<file path="config.mk">
export PLATFORM = sky130hd
export DESIGN_NAME = phr_div
export DESIGN_NICKNAME = d
export VERILOG_FILES = /design/src/rtl/phr_pkg.sv /design/src/rtl/phr_div.sv
export SDC_FILE = /design/constraint.sdc
export NUM_CORES = 1
export LEC_CHECK = 0
export ABC_AREA = 1
export BUFFER_PORTS_ARGS = -buffer_cell sky130_fd_sc_hd__clkbuf_2
export CAP_MARGIN = 25
export CORE_MARGIN = 2
export CORE_UTILIZATION = 34
export CTS_BUF_LIST = sky130_fd_sc_hd__clkbuf_4 sky130_fd_sc_hd__clkbuf_8 sky130_fd_sc_hd__clkbuf_16
export CTS_CLUSTER_SIZE = 28
export DETAILED_ROUTE_END_ITERATION = 6
export SLEW_MARGIN = 20
export SYNTH_ARGS = -nofsm -noshare
export SYNTH_HDL_FRONTEND = slang
export SYNTH_SLANG_ARGS = --single-unit
</file>
<file path="constraint.sdc">
create_clock -name i_clk -period 2.6 [get_ports i_clk]
set_clock_uncertainty 0.05 [all_clocks]
set_input_delay 0.13 -clock i_clk [delete_from_list [all_inputs] [get_ports i_clk]]
set_output_delay 0.13 -clock i_clk [all_outputs]
set_load 0.02 [all_outputs]
</file>
<file path="src/rtl/phr_pkg.sv">
// shared constants, types and state codes for the photon histogram with rebin
// no dependencies
`default_nettype none

package phr_pkg;

    // image geometry
    localparam int X_SIZE      = 256;
    localparam int Y_SIZE      = 256;
    localparam int MAX_FACTOR  = 16;

    // field and register widths
    localparam int COORD_W     = 8;
    localparam int LIM_W       = 9;
    localparam int FAC_W       = 5;
    localparam int CNT_W       = 32;
    localparam int CFG_IDX_W   = 2;
    localparam int CFG_DATA_W  = 9;

    // store sizes
    localparam int FULL_DEPTH  = X_SIZE * Y_SIZE;
    localparam int FULL_AW     = $clog2(FULL_DEPTH);
    localparam int REBIN_DEPTH = (X_SIZE / 2) * (Y_SIZE / 2);
    localparam int REBIN_AW    = $clog2(REBIN_DEPTH);

    // divider sizes
    localparam int DIVD_W      = LIM_W;
    localparam int DIVS_W      = FAC_W;
    localparam int STEP_W      = $clog2(DIVD_W + 1);
    localparam int RIDX_W      = 2 * DIVD_W + 1;

    // configuration register indexes
    localparam logic [CFG_IDX_W-1:0] REG_X_LIMIT      = CFG_IDX_W'(0);
    localparam logic [CFG_IDX_W-1:0] REG_Y_LIMIT      = CFG_IDX_W'(1);
    localparam logic [CFG_IDX_W-1:0] REG_REBIN_FACTOR = CFG_IDX_W'(2);

    // item function codes
    localparam logic FUNC_EVENT = 1'b0;
    localparam logic FUNC_CLEAR = 1'b1;

    // control of the shared divider lanes
    typedef struct packed {
        logic load;
        logic step;
    } t_div_ctrl;

    // sequencer states
    typedef enum logic [6:0] {
        S_CLEAR = 7'b0000001,
        S_IDLE  = 7'b0000010,
        S_DIV   = 7'b0000100,
        S_INDEX = 7'b0001000,
        S_READ  = 7'b0010000,
        S_WRITE = 7'b0100000,
        S_DONE  = 7'b1000000
    } t_state;

endpackage

`default_nettype wire

</file>
<file path="src/rtl/phr_div.sv">
// bit-serial restoring divider, one quotient bit per step
// depends on phr_pkg
`default_nettype none

module phr_div
    import phr_pkg::*;
(
    input  wire logic              i_clk,
    input  wire t_div_ctrl         i_ctrl,
    input  wire logic [DIVD_W-1:0] i_dividend,
    input  wire logic [DIVS_W-1:0] i_divisor,
    output logic      [DIVD_W-1:0] o_quotient
);

    logic [DIVS_W-1:0] r_rem;
    logic [DIVS_W-1:0] r_dsr;
    logic [DIVD_W-1:0] r_dvd;
    logic [DIVS_W:0]   w_trial;
    logic              w_qbit;
    logic [DIVS_W:0]   w_diff;

    // trial subtract of the divisor from the shifted remainder
    always_comb begin
        w_trial = {r_rem, r_dvd[DIVD_W-1]};
        w_qbit  = (w_trial >= {1'b0, r_dsr});
        w_diff  = w_trial - {1'b0, r_dsr};
    end

    // dividend shifts out at the top while quotient bits shift in at the bottom
    always_ff @(posedge i_clk) begin
        if (i_ctrl.load) begin
            r_rem <= '0;
            r_dsr <= i_divisor;
            r_dvd <= i_dividend;
        end else if (i_ctrl.step) begin
            r_rem <= w_qbit ? w_diff[DIVS_W-1:0] : w_trial[DIVS_W-1:0];
            r_dvd <= {r_dvd[DIVD_W-2:0], w_qbit};
        end
    end

    assign o_quotient = r_dvd;

endmodule

`default_nettype wire

</file>
* Word-level counts from Yosys, hierarchy flattened
Cells that the tools add are included.
W data, S select, Z words.
** Word-level totals
- Bits in registers :: 19
- Latch bits :: 0
- Memory bits (writable) :: 0
- Memory bits (read-only) :: 0
- Bits of input ports :: 17
- Output and inout bits :: 9
- Memories :: 0
** Cells by class
- $add $sub $neg :: 1
- Multiply operators :: 0
- Divide/modulo/power cells :: 0
- Order comparisons :: 1
- Equality and inequality tests :: 0
- Shifts and indexed selects :: 0
- Mux-type cells :: 3
- Bitwise gates (word level) :: 0
- Reduce and logical (&&, ||, !) cells :: 1
** Operators by type and width (number)
- $mux W9 :: 2
- $ge A6 B5 Y1 :: 1
- $mux W5 :: 1
- $sub A5 B5 Y5 :: 1
- $reduce_bool A2 Y1 :: 1

* Depth between registers and ports, before layout
Gate-level depths: netlist of the first run.
- Word-level depth :: 3
- Gate-level depth with buffers :: 11
- Mapped depth without buffers :: 11

* Worst setup path before layout of the first run
No wires, ideal clock.
- Kind :: reg2reg
- Start :: reg r_dvd[8] (netlist: o_quotient[8])
- End :: reg r_dvd[0] (netlist: o_quotient[0]) (data pin)
- Setup time :: 0.268 ns
- Data arrival time :: 1.499 ns
- Slack :: 0.783 ns
- Stages on the path, launching flop included :: 9
- Path buffers :: 0
- Clock period less this slack :: 1.817 ns
- Cell sequence :: edfxtp_1 -> inv_1 -> ha_1 -> inv_1 -> fa_1 -> nand2_1 -> nand2_1 -> nand3_4 -> a31oi_1
** Between the ends
- Cells in the longest elaborated chain, start to end :: 3
** RTL lines
- start, declared :: RTL line phr_div.sv:17 : logic [DIVD_W-1:0] r_dvd;
- start signal, assigned :: RTL line phr_div.sv:34 : r_dvd <= i_dividend;
- start signal, assigned :: RTL line phr_div.sv:37 : r_dvd <= {r_dvd[DIVD_W-2:0], w_qbit};
- $ge A6 B5 Y1 :: RTL line phr_div.sv:25 : w_qbit = (w_trial >= {1'b0, r_dsr});
- $mux W9 :: RTL line phr_div.sv:35 : end else if (i_ctrl.step) begin
- $mux W9 :: RTL line phr_div.sv:31 : if (i_ctrl.load) begin
No other way between the ends. The select of a mux whose other input is x is not followed.
A chain may end at the register's enable or synchronous reset.

* Final worst setup path of the first run
Same ends and word-level chain as after synthesis.

==> impl_metrics.yaml, run 1 <==
sta:
  fin_crit_ns: 1.81
  max_freq_mhz: 553
  worstMarginPinSlew_ns: 0.435
  max_slew_margin: 0.710
  final_max_slew_viol_count: 0
  tns_ns: 0
  hold_violations: 0
  setup_viol: 0
  rsz0062_at_grt: "false"
  period_share: 0.696
floorplan:
  rows: 19
  start_util: 0.366
  io-pin-count: 26
  fp.dieW_um: 58.9
  die_area_mm2: 0.00347
  placeableCoreArea_mm2: 0.00281
  dieHeight_um: 58.9
final_layout:
  final_common_cell: "nand2_1"
  final_cell_mix: "46 x nand2_1, 25 x clkbuf_2, 14 x edfxtp_1, 13 x inv_1, 12 x nand3_1"
  drive_gt1_frac: 0.257
  fin_area_mm2: 0.00126
  n_antenna_cell: 0
  syn2layout_area_growth_pct: 23.3
  fin_nets: 172
setup_path:
  r2r-start: "o_quotient[8]"
  cp.required_ns: 2.59
  worstPathMaxFanout: 8
  crit_chain: "inv_1 > ha_1 > inv_1 > fa_1 > nand2_1 > nand2_1 > nand3_4 > a31oi_1"
  slowest_stage: "edfxtp_1"
  crit_type: "reg -> reg"
  r2r_slack_ns: 0.79
  crit_start: "o_quotient[8]"
  end_kind: "register"
  max_stage_delay_ns: 0.41
  crit_arrival_ns: 1.80
  cp-start-kind: "register"
clocking:
  cts_buffers: 3
  clock_sinks: 19
  cts_tree: "yes"
  cts-root-buf: "clkbuf_4"
  cts_setup_buffers: 0
  cts-resized-gates: 0
  cts_max_level: 1
  clock_latency_ns: 0.28
  clk_pin_slew_ns: 0.10
  hold_buffers: 5
  clockBufferDepth: 2
drt:
  dr.pass1.iters: 4
  drt_iter0_markers: 12
  wire_per_inst_um: 10.7
  vias: 824
  ant_nets: 0
  drcViolationCount: 0
  wl_mm: 1.91
  vias_per_cell: 4.60
synthesis:
  ys_seq_area_frac: 0.507
  syn_avg_cell_area_um2: 8.92
  syn_nets: 138
  ys_ff_latch: 19
  ys_warn_count: 0
  syn-instance-count: 115
  syn_area_mm2: 0.00103
  synthDistinctLibCells: 21
grt:
  grt_pass1_vias: 785
  grt.overflow.total: 0
  grt_antenna_before_repair: 0
  grt_max_degree: 17
  grt.total_usage: 0.122
  grt_first_pass_wirelength_mm: 3.30
place:
  routabilityCongestion: 0.782
  dp_hpwl_mm: 1.48
  numPortBuffers: 25
  place_area_mm2: 0.00118
min_path:
  hp-class: "in -> reg"
  worstHoldStart: "i_dividend[1]"
run_status:
  status: "finished, final reports clean"
power_and_ir_drop:
  p_leak_nw: 0.659
  power_density_mw_per_mm2: 722
  ir_drop_uv: 251
flow_run:
  maxCapViolations: 0
==> synth_stat cells (all sizes together) <==
library cell  count  share of area
a21oi             2         0.0098
a31oi             1         0.0061
buf               1         0.0049
dfxtp             5          0.098
edfxtp           14           0.41
fa                1          0.020
ha                5          0.061
inv              16          0.059
nand2            47           0.18
nand3            13          0.076
nand3b            1         0.0073
nor2              6          0.048
or2               2          0.015
xnor2             1         0.0085
==> final timing paths <==
path                         to  cells past startpoint
hold / removal    o_quotient[1]                      3
hold reg to reg        r_rem[4]                      2
setup reg to reg  o_quotient[0]                      8
setup / recovery  o_quotient[0]                      8
==> per-stage QoR <==
stage	util	total power, mW	worst slack [ns]	hold WS [ns]	cells
final	0.451	0.913	0.790	0.0611	179
after global routing	0.451	0.991	0.625	0.0593	179
after CTS	0.451	0.922	0.788	0.0544	179
after detailed placement	0.422	0.760	0.802	0.259	170
after global placement	0.422	0.753	0.866	0.257	170
after floorplan	-	0.680	0.783	0.179	115
==> routing by layer <==
metal | global-route usage | wire, um | part of all wire | up-vias
li1 | - | - | - | 433
met1 | 0.152 | 871 | 0.46 | 371
met2 | 0.222 | 944 | 0.50 | 20
met3 | 0.0176 | 91 | 0.048 | 0
met4 | 0.0292 | 0 | 0 | 0
met5 | 0 | 0 | 0 | -
==> where the power goes <==
group          switching (mW)  internal, mW
Clock                  0.0837        0.0700
Combinational           0.208         0.142
Sequential             0.0320         0.377
Total                   0.323         0.590
==> sequential cells by signal (all words and copies together), names as in the netlist <==
name        cells
r_rem           5
o_quotient      9
r_dsr           5
==> kinds of logic (layout without fill, tap and decap cells) <==
| kind of cell | count (synthesis) | count (layout) | share of synthesized area |
|---|---|---|---|
| and+or+nand+nor | 69 | 69 | 0.324 |
| DFF | 19 | 19 | 0.507 |
| buffers and inverters | 17 | 50 | 0.0634 |
| adders and majority gates | 6 | 6 | 0.0805 |
| AOI/OAI and AO/OA | 3 | 3 | 0.0159 |
| xor gates and xnor gates | 1 | 1 | 0.00854 |
==> area by class of cell <==
type                    count  area (um^2)
clock buffers               4         30.0
fillers                   283         1540
inverters                  16         60.1
multi-input cells          79          440
flip-flops and latches     19          520
well taps                  31         38.8
repair buffers             30          175
==> worst max-delay path: cells and delay by family (launching register included) <==
kind | cells | cell delay [ns]
flops | 1 | 0.41
compound gates | 1 | 0.10
fa+ha+maj | 2 | 0.53
simple gates | 3 | 0.32
buf+inv | 2 | 0.14
Power figures use the tool's default switching activity.
==> inputs of run 2 (changes only) <==
Clock period 2.6 ns to 1.5 ns, I/O delays scaled along.
==> impl_metrics.yaml, run 2 (synthesis gave the netlist of run 1 again) <==
run_status:
  status: "finished with violations"
  violations: "negative setup slack"
sta:
  worstMarginPinSlew_ns: 0.375
  fin_crit_ns: 1.65
  rsz0062_at_grt: "true"
  setup_viol: 6
  final_max_slew_viol_count: 0
  max_freq_mhz: 607
  max_slew_margin: 0.750
  period_share: 1.10
  finalWorstSetupSlack_ns: -0.147
  hold_violations: 0
  hold-worst-slack_ns: 0.0130
  tns_ns: -0.772
setup_path:
  worstPathMaxFanout: 8
  cp-start-kind: "register"
  crit_arrival_ns: 1.65
  crit_type: "reg -> reg"
  cp.required_ns: 1.50
  end_kind: "register"
place:
  place_area_mm2: 0.00123
  routabilityCongestion: 0.804
  dp_slack_ns: -0.209
  dp_hpwl_mm: 1.56
  place_inst: 176
  numPortBuffers: 25
final_layout:
  fin_area_mm2: 0.00149
  n_fill_cell: 271
  instances_no_fill: 199
  syn2layout_area_growth_pct: 45.1
  drive_gt1_frac: 0.387
  final_cell_mix: "41 x nand2_1, 25 x clkbuf_2, 14 x edfxtp_1, 13 x buf_4, 12 x dlygate4sd3_1"
  final_common_cell: "nand2_1"
  post-route-util: 0.531
  n_antenna_cell: 0
  fin_nets: 192
  largest_register_ffs: 9
flow_run:
  maxCapViolations: 0
floorplan:
  fp.dieW_um: 58.9
  die_area_mm2: 0.00347
  rows: 19
  placeableCoreArea_mm2: 0.00281
  start_util: 0.366
  io-pin-count: 26
  dieHeight_um: 58.9
power_and_ir_drop:
  p_leak_nw: 0.759
  ir_drop_uv: 559
  p_total_mw: 1.77
  power_density_mw_per_mm2: 1190
grt:
  grt.total_usage: 0.145
  grt_pass1_vias: 960
  grt_max_degree: 11
  grt_antenna_before_repair: 0
  grt.overflow.total: 0
  grt_first_pass_wirelength_mm: 3.86
drt:
  drt_iter0_markers: 13
  drcViolationCount: 0
  ant_nets: 0
  vias_per_cell: 4.66
  wl_mm: 2.09
  vias: 928
  dr.pass1.iters: 4
  wire_per_inst_um: 10.5
clocking:
  clk_pin_slew_ns: 0.11
  clock_latency_ns: 0.30
  clockBufferDepth: 2
  cts_buffers: 3
  cts_max_level: 1
  clock_sinks: 19
  cts-root-buf: "clkbuf_4"
  cts_tree: "yes"
min_path:
  hp-class: "in -> reg"
==> run 2: worst paths after layout <==
path / start / endpoint / slack (ns) / depth (start not counted)
max reg2reg: o_quotient[8] / o_quotient[0] / -0.15 / 8
min reg2reg: r_rem[4] / r_rem[4] / 0.43 / 2
min: i_dividend[7] / o_quotient[7] / 0.01 / 3
max: o_quotient[8] / o_quotient[0] / -0.15 / 8
==> run 2: what timing repair did <==
| item | CTS | global route |
|---|---|---|
| endpoints found under the hold margin | 12 | 0 |
| gates resized for setup | 10 | 4 |
| buffers inserted | 6 | 1 |
| pin swaps | 9 | 2 |
| setup endpoints to repair | 6 | 6 |
| hold buffers | 12 | 0 |
| cloned | 0 | 0 |
==> run 2: layout make-up <==
cell class | instances | area (um^2) | area share
Timing Repair Buffer | 50 | 343 | 0.230
Sequential cell | 19 | 520 | 0.350
Tap cell | 31 | 38.8 | 0.0261
Inverter | 16 | 60.1 | 0.0403
Multi-Input combinational cell | 79 | 497 | 0.334
Clock buffer | 4 | 30.0 | 0.0202
==> run 2: where the power goes <==
part	internal, mW	total [mW]	switching (mW)	leakage [nW]
logic	0.348	0.783	0.435	0.557
clock network	0.122	0.276	0.154	0.0184
registers	0.654	0.711	0.0570	0.184
total	1.12	1.77	0.646	0.759
==> run 2: worst max-delay path: stages, from the launching register on <==
cell,delay [ns]
edfxtp_1,0.41
inv_2,0.09
ha_4,0.12
inv_2,0.04
fa_2,0.34
nand2_2,0.09
nand2_4,0.06
nand3_4,0.11
a31oi_1,0.09
==> run 2: routing by layer <==
metal,GRT usage,share of wire
met5,0,0
met2,0.254,0.50
met3,0.0220,0.033
met4,0.0747,0.021
met1,0.171,0.44
